<file path="config.mk">
export PLATFORM = sky130hd
export DESIGN_NAME = snm_front
export DESIGN_NICKNAME = d
export VERILOG_FILES = /design/src/design/snm_pkg.sv /design/src/design/snm_front.sv
export SDC_FILE = /design/constraint.sdc
export NUM_CORES = 1
export LEC_CHECK = 0
export ABC_AREA = 1
export BUFFER_PORTS_ARGS = -buffer_cell sky130_fd_sc_hd__buf_2
export CAP_MARGIN = 20
export CORE_ASPECT_RATIO = 1.75
export CORE_UTILIZATION = 40
export DETAILED_ROUTE_END_ITERATION = 10
export PLACE_DENSITY = 0.75
export SLEW_MARGIN = 25
export SYNTH_ARGS = -nofsm -noshare
export SYNTH_HDL_FRONTEND = slang
export SYNTH_SLANG_ARGS = --single-unit
</file>
<file path="constraint.sdc">
create_clock -name clk -period 3.4 [get_ports clk]
set_clock_uncertainty 0.1 [all_clocks]
set_input_delay 0.17 -clock clk [delete_from_list [all_inputs] [get_ports clk]]
set_output_delay 0.17 -clock clk [all_outputs]
set_load 0.02 [all_outputs]
</file>
<file path="src/design/snm_pkg.sv">
package snm_pkg;

    localparam int MaxInputs  = 1024;
    localparam int ValueWidth = 16;
    localparam int AddrWidth  = $clog2(MaxInputs);
    localparam int CntWidth   = 11;
    localparam int AccWidth   = 48;
    localparam int QueueDepth = 2;

    localparam logic [1:0] REQ_FWD   = 2'd0;
    localparam logic [1:0] REQ_UPD   = 2'd1;
    localparam logic [1:0] REQ_LOADW = 2'd2;
    localparam logic [1:0] REQ_LOADB = 2'd3;

    localparam logic [0:0] REG_LR = 1'b0;
    localparam logic [0:0] REG_N  = 1'b1;

    localparam logic [CntWidth-1:0] CntMax = '1;

    typedef enum logic [2:0] {
        BK_IDLE,
        BK_EXEC,
        BK_FIN,
        BK_ACT,
        BK_OUT
    } bk_state_t;

    // Classified word handed from the front part to the back part.
    typedef struct packed {
        logic [1:0]                  kind;
        logic signed [ValueWidth-1:0] val;
        logic signed [15:0]          dlt;
        logic                        last;
        logic [AddrWidth-1:0]        idx;
        logic                        usable;
        logic                        err;
    } snm_op_t;

    function automatic logic signed [ValueWidth-1:0] sat_value(input logic signed [63:0] v);
        logic signed [63:0] hi;
        hi = (64'sd1 <<< (ValueWidth - 1)) - 64'sd1;
        if (v > hi)
            sat_value = hi[ValueWidth-1:0];
        else if (v < -hi - 64'sd1)
            sat_value = ~hi[ValueWidth-1:0];
        else
            sat_value = v[ValueWidth-1:0];
    endfunction

    // Half-up rounding: add half then arithmetic shift.
    function automatic logic signed [63:0] round_shift(input logic signed [63:0] v,
                                                       input int n);
        round_shift = (v + (64'sd1 <<< (n - 1))) >>> n;
    endfunction

    function automatic logic [15:0] sigmoid_q16(input logic signed [31:0] x);
        logic [32:0] a;
        logic [33:0] y;
        a = x[31] ? 33'(-$signed({x[31], x})) : {1'b0, x};
        if (a < 33'd4096)
            y = 34'd32768 + {a[31:0], 2'b00};
        else if (a < 33'd9728)
            y = 34'd40960 + {a[32:0], 1'b0};
        else if (a < 33'd20480)
            y = 34'd55296 + {2'b00, a[32:1]};
        else
            y = 34'd65536;
        if (x[31])
            y = 34'd65536 - y;
        if (y > 34'd65535)
            sigmoid_q16 = 16'hFFFF;
        else
            sigmoid_q16 = y[15:0];
    endfunction

endpackage

</file>
<file path="src/design/snm_front.sv">
module snm_front import snm_pkg::*; (
    input  logic                  clk,
    input  logic                  rst_n,
    input  logic                  in_take,
    input  logic [1:0]            req_type,
    input  logic [ValueWidth-1:0] value_in,
    input  logic [15:0]           delta,
    input  logic                  last,
    input  logic [CntWidth-1:0]   n_inputs,
    output snm_op_t               op
);

    // Element counter lives here; each word is tagged with its index.
    logic [CntWidth-1:0] count_reg, count_next, count_inc;
    logic                is_elem;

    assign count_inc = (count_reg < CntMax) ? count_reg + 1'b1 : count_reg;
    assign is_elem   = (req_type == REQ_FWD) || (req_type == REQ_UPD);

    always_comb
    begin
        op.kind   = req_type;
        op.val    = $signed(value_in);
        op.dlt    = $signed(delta);
        op.last   = last;
        op.idx    = count_reg[AddrWidth-1:0];
        op.usable = (count_reg < CntWidth'(MaxInputs)) && (count_reg < n_inputs);
        if (req_type == REQ_LOADW)
            op.usable = count_reg < CntWidth'(MaxInputs);
        op.err    = (count_inc != n_inputs) || (n_inputs > CntWidth'(MaxInputs));
    end

    always_comb
    begin
        count_next = count_reg;
        if (in_take)
        begin
            case (req_type)
                REQ_LOADB: count_next = '0;
                REQ_LOADW: count_next = count_inc;
                default:   count_next = (is_elem && last) ? '0 : count_inc;
            endcase
        end
    end

    always_ff @(posedge clk or negedge rst_n)
    begin
        if (!rst_n)
            count_reg <= '0;
        else
            count_reg <= count_next;
    end

endmodule

</file>
Word level (Yosys, flattened, before mapping)
Cells that the tools add are included.
{"block": "word_totals", "wordCells": 19, "out_inout_bits": 47, "regBits": 11}
{"block": "op_classes", "mux": 4, "n_addsub": 1, "n_lt_le_gt_ge": 4, "n_eq_ne": 4, "n_reduce_logical": 5}
{"op": "$lt A11 B11 Y1 const B", "count": 2}
{"op": "$mux W11", "count": 2}
{"op": "$pmux W11 S2", "count": 1}
{"op": "$add A11 B1 Y11 const B", "count": 1}
{"op": "$gt A11 B11 Y1 const B", "count": 1}
{"op": "$lt A11 B11 Y1", "count": 1}
{"op": "$ne A11 B11 Y1", "count": 1}
{"op": "$eq A2 B2 Y1 const B", "count": 2}
{"op": "$eq A2 B1 Y1 const B", "count": 1}
{"op": "$logic_and A1 B1 Y1", "count": 2}
{"op": "$logic_not A2 Y1", "count": 1}
{"op": "$logic_or A1 B1 Y1", "count": 2}
{"op": "$mux W1", "count": 1}

Longest topological paths before layout
{"block": "depth", "ltp_word": 5, "mapped_depth": 11}

Worst setup path before layout
No wires, ideal clock.
{"block": "synth_timing", "path_kind": "reg-to-output", "startpoint": "register count_reg[0]", "endpoint": "output op[0] (netlist bit)", "path_stages_with_launch": 9, "slack_ns": 1.631, "arrival_time_ns": 1.499, "path_buffers": 0, "t_required_ns": 3.130, "cell_sequence": "dfrtp_1 -> ha_1 -> nand2_2 -> nor2_4 -> xor2_1 -> nand2_1 -> xor2_1 -> a21oi_1 -> nand3_1"}
{"item": "start, declared", "line_no": "snm_front.sv:14", "rtl": "logic [CntWidth-1:0] count_reg, count_next, count_inc;"}
{"item": "start signal, assigned", "line_no": "snm_front.sv:51", "rtl": "count_reg <= count_next;"}
{"item": "end, declared", "line_no": "snm_front.sv:10", "rtl": "output snm_op_t op"}

==> metrics.yaml <==
relSlewSlack_pct: 80.1
hold_viol: 0
numCtsBuffers: 3
routedWlPerCell_um: 13.7
cts_setup_buffers: 0
status: "completed"
power-per-cell-area_nw_per_um2: 255
cts_tree: "done"
grt_pass1_vias: 1371
initial_core_util_pct: 42.5
dpl_cell_area_um2: 1430
via_count: 1426
synthToLayoutAreaGrowth_pct: -4.50
cts_resized: 0
path_buf_inv: 1
synth-edff-count: 0
clkSinkCount: 11
final.setup.tns_ps: 0
final-setup-viol-count: 0
grt_usage_pct: 18.6
seqCellArea_um2: 275
slowest_stage: "dfrtp_1"
synth_top_area_share_pct: 21.7
critPathMaxFanout: 6
clkSlewWorstSetupHoldPaths_ps: 60
dieArea_um2: 4160
core_um2: 3660
synth_top_cell_by_area: "buf_4"
antenna_found_initial: 0
synth-main-ff-cell: "dfrtp_1"
yosysSeqAreaShare_pct: 17.7
rows: 29
synth-seq-cells: 11
die_y_um: 84.6
start_kind: "flop"
syn-num-nets: 297
dieWidth_um: 49.2
ant_nets: 0
finalWeightedCongestion: 0.858
drt-initial-drc-count: 52
yosys-top-cells-area: "buf_4 (22%), dfrtp_1 (18%), nand2_1 (12%)"
grt_overflow: 0
viasPerCell: 5.22
multi_input_area_um2: 787
ys_types: 24
post-route-period-util_pct: 68.1
synth_warnings: 0
rsz0062_at_grt: "no"
largest_reg_flops: 11
synth.avg_cell_area_um2: 6.57
grt_max_degree: 13
htree_levels: 1
clk_latency_ps: 250
drive_gt1_share_pct: 21.1
netlist_area_um2: 1560
port_buffers: 31
cp_cell_sequence: "ha_1 -> nand2_2 -> nor2_4 -> nand2_1 -> nand2_1 -> nand3_1 -> a21oi_2 -> nand2_1 -> nor2_1 -> nand3_1 -> buf_2"
final_common_cell: "nand2_1"
async_reset_ff_share_pct: 100
critPathMaxStageDelay_ps: 460
p_leak_uw: 0.000781
fmax_mhz: 432
diodes: 0
clock_path_buffers: 2
drv_cap: 0
path_common_cell: "nand2_1"
hp-class: "in -> reg"
timing.hold.ws_ps: 224
drc: 0
fin_cells: 273
timing_worst_setup_path_type: "reg -> out"
final_cell_mix: "nand2_1 (49), inv_1 (38), buf_2 (31), nand3_1 (19), nor2_1 (16)"
drv_slew: 0
cp.arrival_ps: 2050
hpwlAfterDp_um: 3030
syn_inst: 237
required_ps: 3130
io-pin-count: 96
worst_pin_slew_ps: 298
finalInstanceArea_um2: 1490
fillers: 418
layout.nets: 288
irDropWorstVdd_v: 0.000114
min_period_ps: 2320
crit_family: "simple AND/OR/NAND/NOR gates"
first_pass_iters: 4
drt-total-wl_um: 3740
root_buffer: "clkbuf_8"
dpl.cell_count: 268
crit_path_end_kind: "output pin"
grt_pass1_wl_um: 5940
## report_power, final
group | leakage, uW | internal [uW] | switching, uW
clock | 0.0000228 | 83.0 | 58.4
sequential | 0.000152 | 135 | 8.40
combinational | 0.000607 | 35.2 | 60.0
## cell families after synthesis
logic type / share of synthesized area, %
simple gates: 30.1
buf+inv: 31.8
compound gates: 9.88
fa+ha+maj: 8.84
flops: 17.7
xor+xnor: 1.69
## per-layer routing
layer  global-route usage (%)  wire, um  part of all wire, %
met5                        0         0                    0
met4                     12.3       133                  3.6
met3                     1.81       192                  5.1
met2                     35.5      2060                   55
met1                     18.1      1360                   36
## layout make-up
type	count	share of cell area, %
Clock buffer	4	3.03
Sequential cell	11	18.5
Inverter	40	10.1
Multi-Input combinational cell	139	52.9
Timing Repair Buffer	33	11.6
Tap cell	46	3.87
## repair_timing
| action | 4_1_cts | 5_1_grt |
|---|---|---|
| hold buffers | 1 | 0 |
| hold endpoints to repair | 11 | 0 |
| endpoints found under the setup margin | 0 | 0 |
## cells in the mapped netlist (4+ instances only)
| cell type | instances |
|---|---|
| a21oi_1 | 6 |
| buf_4 | 45 |
| dfrtp_1 | 11 |
| ha_1 | 11 |
| inv_1 | 38 |
| nand2_1 | 49 |
| nand3_1 | 19 |
| nand4_1 | 6 |
| nor2_1 | 16 |
| nor2_4 | 4 |
| o22ai_1 | 11 |
## worst paths after layout
path / slack [ps] / to / from / depth (start not counted)
hold reg to reg: 550 / count_reg[7] / count_reg[7] / 2
hold / removal: 220 / count_reg[5] / in_take / 2
setup reg to reg: 1810 / count_reg[6] / count_reg[1] / 7
setup / recovery: 1080 / op[0] / count_reg[1] / 11
min in group asynchronous: 240 / count_reg[0] / rst_n / 2
max in group asynchronous: 2730 / count_reg[4] / rst_n / 2
## per-stage QoR
step / utilization, % / setup slack, ps / power, uW
floorplan: - / 1630 / 266
global placement: 39.1 / 1420 / 238
detailed placement: 39.1 / 1390 / 239
CTS: 40.6 / 1090 / 382
global route: 40.6 / 934 / 396
finish: 40.6 / 1080 / 380
(Power assumes the default switching activity.)
