File: config.mk
export PLATFORM = sky130hd
export DESIGN_NAME = snm_queue
export DESIGN_NICKNAME = d
export VERILOG_FILES = /design/src/design/snm_pkg.sv /design/src/design/snm_queue.sv
export SDC_FILE = /design/constraint.sdc
export NUM_CORES = 1
export LEC_CHECK = 0
export BUFFER_PORTS_ARGS = -buffer_cell sky130_fd_sc_hd__buf_2
export CAP_MARGIN = 20
export CORE_MARGIN = 10
export CORE_UTILIZATION = 49
export CTS_BUF_LIST = sky130_fd_sc_hd__clkbuf_4 sky130_fd_sc_hd__clkbuf_8
export DETAILED_ROUTE_END_ITERATION = 8
export GPL_TIMING_DRIVEN = 0
export HOLD_SLACK_MARGIN = 0.02
export PLACE_DENSITY = 0.88
export SLEW_MARGIN = 5
export SYNTH_ARGS = -nofsm -noshare
export SYNTH_HDL_FRONTEND = slang
export SYNTH_SLANG_ARGS = --single-unit
File: constraint.sdc
create_clock -name clk -period 2.7 [get_ports clk]
set_input_delay 0.27 -clock clk [delete_from_list [all_inputs] [get_ports clk]]
set_output_delay 0.27 -clock clk [all_outputs]
set_load 0.1 [all_outputs]
File: src/design/snm_pkg.sv
package snm_pkg;

    localparam int MaxInputs  = 1024;
    localparam int ValueWidth = 16;
    localparam int AddrWidth  = $clog2(MaxInputs);
    localparam int CntWidth   = 11;
    localparam int AccWidth   = 48;
    localparam int QueueDepth = 2;

    localparam logic [1:0] REQ_FWD   = 2'd0;
    localparam logic [1:0] REQ_UPD   = 2'd1;
    localparam logic [1:0] REQ_LOADW = 2'd2;
    localparam logic [1:0] REQ_LOADB = 2'd3;

    localparam logic [0:0] REG_LR = 1'b0;
    localparam logic [0:0] REG_N  = 1'b1;

    localparam logic [CntWidth-1:0] CntMax = '1;

    typedef enum logic [2:0] {
        BK_IDLE,
        BK_EXEC,
        BK_FIN,
        BK_ACT,
        BK_OUT
    } bk_state_t;

    // Classified word handed from the front part to the back part.
    typedef struct packed {
        logic [1:0]                  kind;
        logic signed [ValueWidth-1:0] val;
        logic signed [15:0]          dlt;
        logic                        last;
        logic [AddrWidth-1:0]        idx;
        logic                        usable;
        logic                        err;
    } snm_op_t;

    function automatic logic signed [ValueWidth-1:0] sat_value(input logic signed [63:0] v);
        logic signed [63:0] hi;
        hi = (64'sd1 <<< (ValueWidth - 1)) - 64'sd1;
        if (v > hi)
            sat_value = hi[ValueWidth-1:0];
        else if (v < -hi - 64'sd1)
            sat_value = ~hi[ValueWidth-1:0];
        else
            sat_value = v[ValueWidth-1:0];
    endfunction

    // Half-up rounding: add half then arithmetic shift.
    function automatic logic signed [63:0] round_shift(input logic signed [63:0] v,
                                                       input int n);
        round_shift = (v + (64'sd1 <<< (n - 1))) >>> n;
    endfunction

    function automatic logic [15:0] sigmoid_q16(input logic signed [31:0] x);
        logic [32:0] a;
        logic [33:0] y;
        a = x[31] ? 33'(-$signed({x[31], x})) : {1'b0, x};
        if (a < 33'd4096)
            y = 34'd32768 + {a[31:0], 2'b00};
        else if (a < 33'd9728)
            y = 34'd40960 + {a[32:0], 1'b0};
        else if (a < 33'd20480)
            y = 34'd55296 + {2'b00, a[32:1]};
        else
            y = 34'd65536;
        if (x[31])
            y = 34'd65536 - y;
        if (y > 34'd65535)
            sigmoid_q16 = 16'hFFFF;
        else
            sigmoid_q16 = y[15:0];
    endfunction

endpackage

File: src/design/snm_queue.sv
module snm_queue import snm_pkg::*; (
    input  logic    clk,
    input  logic    rst_n,
    input  logic    push,
    input  snm_op_t push_op,
    input  logic    pop,
    output snm_op_t head_op,
    output logic    not_empty,
    output logic    full
);

    localparam int PtrWidth = $clog2(QueueDepth);

    snm_op_t               slot_reg [QueueDepth];
    logic [PtrWidth-1:0]   wp_reg, rp_reg;
    logic [PtrWidth:0]     fill_reg;

    assign head_op   = slot_reg[rp_reg];
    assign not_empty = fill_reg != '0;
    assign full      = fill_reg == (PtrWidth+1)'(QueueDepth);

    always_ff @(posedge clk)
    begin
        if (push)
            slot_reg[wp_reg] <= push_op;
    end

    always_ff @(posedge clk or negedge rst_n)
    begin
        if (!rst_n)
        begin
            wp_reg   <= '0;
            rp_reg   <= '0;
            fill_reg <= '0;
        end
        else
        begin
            if (push)
                wp_reg <= wp_reg + 1'b1;
            if (pop)
                rp_reg <= rp_reg + 1'b1;
            fill_reg <= fill_reg + (PtrWidth+1)'(push) - (PtrWidth+1)'(pop);
        end
    end

endmodule

=== Yosys cells after proc, flatten, opt, wreduce, memory -nomap -nowiden ===
Memory sizes are Yosys's and may differ from the RTL's.
Cells that the tools add are included.

* Bits in registers: 4
* Memory bits (writable): 94
* Input port bits: 51
* Output and inout port bits: 49
* Logic and storage cells: 12
* Memories: 1

* $add $sub $neg: 4
* Equal/unequal tests: 1
* Muxes and demuxes: 2
* Reductions and logical operators: 1

{| class="wikitable"
|+ Memories
! memory !! depth !! bits a word !! read ports !! clocked after memory_dff !! write ports !! RTL line !! text
|-
| slot_reg || 2 || 47 || 1 || 0 || 1 || snm_queue.sv:14 || <nowiki>snm_op_t slot_reg [QueueDepth];</nowiki>
|}

{| class="wikitable"
|+ Operators by type and width
! kind !! number
|-
| $add A1 B1 Y1 const B || 2
|-
| $add A2 B1 Y2 || 1
|-
| $eq A2 B2 Y1 const B || 1
|-
| $mux W1 || 2
|-
| $reduce_bool A2 Y1 || 1
|-
| $sub A2 B1 Y2 || 1
|}

=== Logic depth before layout (Yosys ltp) ===
Gate-level depths: netlist (run 1).

* Depth in word-level cells: 2
* Mapped depth: 5
* Gate-level depth less buffers: 5

=== Worst setup path before layout (run 1) ===
OpenSTA, ideal clock, no wires.

* Path kind: flip-flop to flip-flop
* Start: register wp_reg
* End: memory slot_reg[0][0] in the netlist's numbering (enable)
* Setup time: 0.457 ns
* Data arrival time: 2.501 ns
* Data required time: 2.243 ns
* Slack: -0.258 ns
* Cell stages (with the launch flop): 2
* Buffers on the path: 0
* Period minus slack after synthesis: 2.958 ns
* Cell sequence: dfrtp_1 -> nor2b_1

{| class="wikitable"
|+ RTL lines
! item !! RTL line !! text
|-
| from (decl) || snm_queue.sv:15 || <nowiki>logic [PtrWidth-1:0] wp_reg, rp_reg;</nowiki>
|-
| from (signal assigned) || snm_queue.sv:39 || <nowiki>wp_reg <= wp_reg + 1'b1;</nowiki>
|-
| to (decl) || snm_queue.sv:14 ||
|}

Straight into the memory's write port.

==> run_results.csv, run 1 <==
group,metric,value,unit
synth,synth_area,3670,um2
worst_setup_path,r2r_cells,2,
cts,cts-root-buf,"clkbuf_8",
detailed_routing,firstDrtPassIters,4,
placed_design,io_buffers,99,
detailed_routing,viasPerCell,4.825,
die,die_w,106.5,um
synth,synthCells,161,
worst_setup_path,endpoint_kind,"output pin",
cts,clk_pin_slew,90,ps
cells_and_area,layout-drive-gt1-share,60.93,%
worst_setup_path,crit_path_frequent_cell,"buf_6",
worst_setup_path,cp.arrival,1720,ps
die,dieArea,11350,um2
cells_and_area,fillers,557,
detailed_routing,dr_total_vias,1824,
placed_design,hpwl,4730,um
placed_design,gp_congestion,0.6575,
sta,setup_viol,0,
cts,h-tree-depth,3,
grt,grt_max_degree,26,
worst_setup_path,critPathBufInv,3,
cts,cts_buffers,9,
min_path,min_to,"slot_reg[0][6]$_DFFE_PP_",
worst_setup_path,r2r-start,"wp_reg$_DFFE_PN0P_",
synth,ys_ff_latch,98,
die,core-area,7253,um2
cells_and_area,finalCoreUtilization,62.55,%
cells_and_area,finalNetCount,327,
die,die_h,106.5,um
sta,fmax,0.5035,GHz
worst_setup_path,cp_slowest_stage_delay,380,ps
die,io_pins,100,
die,rows,31,
detailed_routing,route.detailed.drc,0,
worst_setup_path,path_cells,"buf_6 -> buf_6 -> mux2_4 -> buf_2",
cts,cts.sinks,98,
cells_and_area,antenna_cells,0,
sta,finalMaxSlewViolations,0,
worst_setup_path,rrSetupSlack,1110,ps
detailed_routing,first_iter_violations,43,
job,cap_violations,0,
status,status,"finished clean",
synth,yosysSeqAreaShare,79.65,%
sta,tightest_slew,704.3,ps
grt,overflow,0,
grt,antenna_found_initial,0,
sta,fin_skew,9.211,ps
cells_and_area,syn2layout_area_growth,23.63,%
sta,period_needed,1986,ps
sta,setup_tns,0,ps
grt,grt_pass1_vias,2043,
sta,timing.slew.headroom,52.95,%
worst_setup_path,critical-path-top-delay-family,"buffers and inverters",
worst_setup_path,slowest_stage,"dfrtp_1",
min_path,hold_start,"push_op[6]",
synth,yosys_warnings,0,
cts,cts_tree,"yes",
min_path,hold_path_depth,1,
sta,period_share,73.56,%
worst_setup_path,reg2reg_to,"slot_reg[0][36]$_DFFE_PP_",
cells_and_area,largest_reg_flops,94,
cts,clk_path_buf_depth,2,
worst_setup_path,crit_type,"reg -> out",
die,start_util,50.60,%
cts,postCtsSetupBuffers,0,
sta,hold_viol_final,0,
detailed_routing,final_antenna_net_count,0,
synth,synth_nets,214,
grt,grtUsageTotal,11.87,%
synth,synth_cell_type_count,13,
min_path,hold_path.class,"in -> reg",
worst_setup_path,crit_path_start_kind,"flop",
worst_setup_path,worstPathRequired,2430,ps
sta,grt_setup_unrepaired,"no",
synth,avgSynthCellArea,22.79,um2
worst_setup_path,cp_max_fo,10,
detailed_routing,wire_per_inst,17.64,um
detailed_routing,totalWireLength,6669,um
cts,clk_latency,350,ps
grt,grt_pass1_wl,10450,um
-- synth_stat cells --
cell type | number | share of area, %
buf_2 | 2 | 0.27
nor2b_1 | 2 | 0.34
buf_6 | 3 | 0.92
edfxtp_1 | 94 | 77
or2_2 | 1 | 0.17
mux2_2 | 27 | 8.3
and2_1 | 1 | 0.17
xor2_1 | 2 | 0.48
ha_1 | 2 | 0.68
inv_1 | 2 | 0.20
dfrtp_1 | 4 | 2.7
xor3_1 | 1 | 0.65
mux2_4 | 20 | 8.2
-- placed cells by master (no fill, tap or decap) --
cell and instances:
buf_6 3, dlygate4sd3_1 1, or2_2 1, inv_1 2, mux2_2 27, clkinv_1 2, and2_2 1, clkbuf_4 3
nor2b_4 1, clkinv_2 1, xor2_1 2, clkbuf_8 9, edfxtp_1 94, buf_12 2, bufinv_16 1, xor3_1 1
mux2_4 20, buf_2 101, nor2b_1 1, ha_1 2, dfrtp_1 4
-- final cells by class --
cell class,count,area (um2),area share (%)
buffer,5,43.79,0.9653
tap,99,123.9,2.730
clock buffer,12,146.4,3.227
sequential,98,2923,64.42
multi-input combinational,56,704.4,15.53
clock inverter,4,42.54,0.9377
timing repair buffer,102,545.5,12.02
inverter,2,7.507,0.1655
-- how the worst max path moves through the flow --
stage / startpoint / end / slack, ps / cells after the start
finish: rp_reg$_DFFE_PN0P_ / head_op[23] / 710 / 4
global route: rp_reg$_DFFE_PN0P_ / head_op[10] / 620 / 4
CTS: rp_reg$_DFFE_PN0P_ / head_op[20] / 680 / 4
detailed placement: push / slot_reg[0][36]$_DFFE_PP_ / 1060 / 3
global placement: push / slot_reg[0][36]$_DFFE_PP_ / -5 / 2
floorplan: wp_reg$_DFFE_PN0P_ / slot_reg[0][0]$_DFFE_PP_ / 640 / 1
-- kinds of logic (layout without fill, tap and decap cells) --
logic type                 after synthesis  count (layout)  synth area share [%]
muxes                                   47              47                 16.47
adders and majority gates                2               2                0.6818
buffers and inverters                    7             125                 1.398
DFF                                     98              98                 79.65
xor gates and xnor gates                 3               3                 1.125
and+or+nand+nor                          4               4                0.6821
-- metrics by stage --
stage          hold slack, ps  instances  worst slack (ps)  instance area (um2)
2_1_floorplan          -25.59        161             643.8                 3672
3_3_place_gp            75.71        359            -4.661                 4292
3_5_place_dp            84.01        361              1055                 4338
4_1_cts                 87.43        378             680.7                 4537
5_1_grt                 90.92        378             617.7                 4537
6_report                106.2        378             713.9                 4537
-- what timing repair did --
item                      in CTS  in global routing
hold endpoints to repair       4                  0
hold buffers                   1                  0
gates resized for setup        0                  0
-- layer usage --
layer / share of wire [%] / global-route usage (%) / up-vias / wire length (um)
met3: 8.5 / 5.193 / 8 / 567
met5: 0 / 0 / - / 0
li1: - / - / 853 / -
met4: 1.2 / 4.642 / 0 / 82
met1: 37 / 12.52 / 893 / 2450
met2: 53 / 20.49 / 70 / 3567
-- worst reg2reg max path, delay by kind of cell (launching register included) --
family,cells,cell delay (ps)
and+or+nand+nor,1,590
DFF,1,430
buffers and inverters,1,270
Power of run 1 is not shown: default switching activity piles up to over one toggle a cycle in this logic, so the estimate is an artifact.
==> inputs of run 2 (changes only) <==
==> constraint.sdc (replaced) <==
create_clock -name clk -period 1.75 [get_ports clk]
set_input_delay 0.175 -clock clk [delete_from_list [all_inputs] [get_ports clk]]
set_output_delay 0.175 -clock clk [all_outputs]
set_load 0.1 [all_outputs]
==> run_results.csv, run 2 (synthesized netlist as in run 1, its figures left out) <==
group,metric,value,unit
status,status,"complete, but fails checks",
status,failed_checks,"negative setup slack",
worst_setup_path,worstPathRequired,1570,ps
detailed_routing,final_antenna_net_count,0,
sta,tightest_slew,706.9,ps
worst_setup_path,r2r_cells,2,
sta,hold_viol_final,0,
grt,antenna_found_initial,0,
die,io_pins,100,
die,die_h,106.5,um
worst_setup_path,crit_path_start_kind,"flop",
cts,clk_path_buf_depth,2,
worst_setup_path,reg2reg_to,"slot_reg[0][16]$_DFFE_PP_",
worst_setup_path,rrSetupSlack,130,ps
sta,setup_tns,-16.48,ps
worst_setup_path,r2r-start,"wp_reg$_DFFE_PN0P_",
cts,postCtsSetupBuffers,0,
worst_setup_path,crit_type,"reg -> out",
detailed_routing,wire_per_inst,18.63,um
grt,grt_pass1_wl,12540,um
cells_and_area,final_cells,424,
detailed_routing,viasPerCell,4.802,
worst_setup_path,cp_max_fo,10,
cts,clk_pin_slew,80,ps
worst_setup_path,endpoint_kind,"output pin",
cells_and_area,layout-drive-gt1-share,52.31,%
worst_setup_path,crit_start,"rp_reg$_DFFE_PN0P_",
placed_design,io_buffers,99,
cts,cts_tree,"yes",
grt,grt_pass1_vias,2373,
job,cap_violations,0,
placed_design,hpwl,4694,um
cts,cts-root-buf,"clkbuf_8",
sta,setup_viol,5,
cells_and_area,antenna_cells,0,
cells_and_area,mostFrequentLayoutCells,"edfxtp_1 (94), buf_2 (52), dlygate4sd3_1 (49)",
placed_design,dpl.cell_count,360,
sta,period_needed,1759,ps
sta,finalMaxSlewViolations,0,
cells_and_area,finalNetCount,374,
die,start_util,50.60,%
detailed_routing,dr_total_vias,2036,
die,die_w,106.5,um
detailed_routing,first_iter_violations,94,
min_path,hold_path.class,"in -> reg",
cts,cts_buffers,9,
worst_setup_path,endpoint,"head_op[13]",
cells_and_area,layout_commonest_cell,"edfxtp_1",
grt,grtUsageTotal,14.21,%
sta,timing.slew.headroom,52.78,%
grt,grt_max_degree,48,
detailed_routing,firstDrtPassIters,4,
die,core-area,7253,um2
cts,cts.sinks,98,
die,rows,31,
placed_design,gp_congestion,0.6552,
sta,layout_setup_ws,-9.407,ps
sta,fin_skew,4.992,ps
cts,clk_latency,340,ps
sta,period_share,100.5,%
die,dieArea,11350,um2
sta,grt_setup_unrepaired,"yes",
grt,overflow,0,
cells_and_area,largest_reg_flops,94,
detailed_routing,totalWireLength,7898,um
cells_and_area,finalCoreUtilization,74.44,%
worst_setup_path,cp.arrival,1580,ps
sta,fmax,0.5684,GHz
detailed_routing,route.detailed.drc,0,
cells_and_area,syn2layout_area_growth,47.12,%
cts,h-tree-depth,3,
## run 2: how the worst min path moves through the flow
| stage | from | end | slack (ps) | cells past startpoint |
|---|---|---|---|---|
| floorplan | rst_n | fill_reg[0]$_DFF_PN0_ | -120 | 0 |
| global placement | rst_n | fill_reg[0]$_DFF_PN0_ | -20 | 1 |
| detailed placement | rst_n | fill_reg[0]$_DFF_PN0_ | -10 | 1 |
| CTS | push | wp_reg$_DFFE_PN0P_ | 60 | 2 |
| global route | push | wp_reg$_DFFE_PN0P_ | 100 | 2 |
| finish | push | wp_reg$_DFFE_PN0P_ | 80 | 2 |
## run 2: per-layer routing
layer	global-route usage (%)	part of all wire, %	vias up
li1	-	-	951
met1	14.71	37	998
met2	25.53	54	71
met3	5.012	6.9	16
met4	5.996	2.2	0
met5	0	0	-
## run 2: timing repair
item,CTS,global route
hold endpoints to repair,99,0
hold buffers,49,0
resized for setup,115,1
setup endpoints to repair,92,41
## run 2: final cells by class
cell class	instances	area, um2
fillers	412	1854
flip-flops and latches	98	2923
well taps	99	123.9
clock buffers	12	146.4
repair buffers	149	1374
plain buffers	5	75.07
inverters	2	7.507
clock inverters	3	41.29
multi-input cells	56	708.2
## run 2: critical path, stage by stage (launching register included)
cell	delay (ps)
dfrtp_1	420
buf_12	170
buf_12	150
mux2_4	320
buf_12	170
## run 2: per-stage QoR
step	hold WS [ps]	instance area [um2]	setup slack, ps
2_1_floorplan	-120.6	3681	205.7
6_report	78.87	5399	-9.407
4_1_cts	63.83	5394	-31.91
3_5_place_dp	-12.31	4320	-58.59
5_1_grt	103.6	5399	-69.22
3_3_place_gp	-18.41	4300	-145.7
Power of run 2 is left out for the same reason.
==> inputs of run 3 (changes only) <==
--- a/config.mk
+++ b/config.mk
@@ -14,6 +14,7 @@
 export GPL_TIMING_DRIVEN = 0
 export HOLD_SLACK_MARGIN = 0.02
 export PLACE_DENSITY = 0.88
+export SKIP_LAST_GASP = 1
 export SLEW_MARGIN = 5
 export SYNTH_ARGS = -nofsm -noshare
 export SYNTH_HDL_FRONTEND = slang
==> run_results.csv, run 3 (synthesized netlist as in run 1, its figures left out) <==
group,metric,value,unit
sta,hold_viol_final,0,
sta,setup_viol,20,
sta,period_share,101.1,%
job,cap_violations,0,
status,status,"complete, but fails checks",
worst_setup_path,crit_type,"reg -> out",
cts,clk_path_buf_depth,2,
cells_and_area,largest_reg_flops,94,
die,io_pins,100,
die,die_w,106.5,um
cells_and_area,mostFrequentLayoutCells,"edfxtp_1 (94), buf_2 (52), dlygate4sd3_1 (49)",
detailed_routing,final_antenna_net_count,0,
cells_and_area,fillers,419,
worst_setup_path,cp.arrival,1590,ps
placed_design,hpwl,4694,um
worst_setup_path,worstPathRequired,1570,ps
grt,overflow,0,
sta,grt_setup_unrepaired,"yes",
detailed_routing,totalWireLength,7684,um
cells_and_area,layout_commonest_cell,"edfxtp_1",
detailed_routing,wire_per_inst,18.08,um
cells_and_area,antenna_cells,0,
min_path,hold_path.class,"in -> reg",
placed_design,pre_cts_ws,-58.59,ps
grt,grt_pass1_wl,11900,um
sta,fin_skew,6.182,ps
cells_and_area,layout-drive-gt1-share,52.76,%
die,rows,31,
cts,cts.sinks,98,
sta,finalMaxSlewViolations,0,
grt,grtUsageTotal,13.35,%
die,dieArea,11350,um2
status,failed_checks,"negative setup slack",
detailed_routing,viasPerCell,4.767,
cts,postCtsSetupBuffers,0,
cts,cts_tree,"yes",
sta,layout_setup_ws,-18.58,ps
grt,antenna_found_initial,0,
cts,clk_latency,340,ps
worst_setup_path,endpoint_kind,"output pin",
sta,tightest_slew,694.0,ps
die,start_util,50.60,%
cts,cts-root-buf,"clkbuf_8",
cells_and_area,finalNetCount,375,
worst_setup_path,cp_max_fo,10,
grt,grt_pass1_vias,2326,
detailed_routing,first_iter_violations,81,
cts,h-tree-depth,3,
placed_design,io_buffers,99,
detailed_routing,dr_total_vias,2026,
cts,cts_buffers,9,
cts,clk_pin_slew,80,ps
grt,grt_max_degree,48,
cells_and_area,syn2layout_area_growth,46.88,%
worst_setup_path,crit_path_start_kind,"flop",
sta,timing.slew.headroom,53.63,%
detailed_routing,firstDrtPassIters,4,
detailed_routing,route.detailed.drc,0,
sta,fmax,0.5654,GHz
die,die_h,106.5,um
die,core-area,7253,um2
sta,period_needed,1769,ps
placed_design,gp_congestion,0.6552,
[run 3: cell count changes in the layout (fill, tap and decap cells not counted)]
cell,delta
buf_12,-7
buf_8,+7
clkbuf_16,+1
dfrtp_1,-1
dfrtp_2,+1
[run 3: worst paths after layout]
kind	start	endpoint	slack (ps)	cells after the start
max in group asynchronous	rst_n	rp_reg$_DFFE_PN0P_	1430	2
min in group asynchronous	rst_n	fill_reg[0]$_DFF_PN0_	180	2
min reg2reg	wp_reg$_DFFE_PN0P_	wp_reg$_DFFE_PN0P_	580	1
min	push	wp_reg$_DFFE_PN0P_	80	2
max reg2reg	wp_reg$_DFFE_PN0P_	slot_reg[0][36]$_DFFE_PP_	140	2
max	rp_reg$_DFFE_PN0P_	head_op[25]	-20	4
[run 3: worst max-delay path, cell delays in order (launching register included)]
cell     delay (ps)
dfrtp_2         450
buf_8           150
buf_12          150
mux2_4          320
buf_12          170
[run 3: layer usage]
metal  track usage, %  wire (um)
met1            14.06       2915
met2            23.76       4131
met3            4.771        513
met4            5.416        122
met5                0          0
[run 3: cell type report]
class / count / area [um2] / area share, %
Sequential cell: 98 / 2924 / 54.25
Timing Repair Buffer: 150 / 1369 / 25.39
Clock inverter: 3 / 41.29 / 0.7660
Tap cell: 99 / 123.9 / 2.298
Multi-Input combinational cell: 56 / 708.2 / 13.14
Inverter: 2 / 7.507 / 0.1393
Buffer: 5 / 70.07 / 1.300
Clock buffer: 12 / 146.4 / 2.716
[run 3: per-stage QoR]
step	cells	area (um2)	setup TNS (ps)	utilization (%)	hold WS (ps)
6_report	425	5390	-118.8	74.31	81.06
5_1_grt	425	5390	-2230	74.31	103.6
4_1_cts	424	5204	-952.6	71.74	63.83
3_5_place_dp	360	4320	-2677	59.57	-12.31
3_3_place_gp	359	4300	-7135	59.29	-18.41
2_1_floorplan	161	3681	0	-	-120.6
[run 3: repair_timing]
item                                   in CTS  in global routing
hold buffers                               49                  0
resized for setup                          71                 41
gates cloned                                0                  1
pin swaps                                   0                  0
endpoints found under the hold margin      99                  0
setup endpoints to repair                  92                 41
Power of run 3 is left out for the same reason.
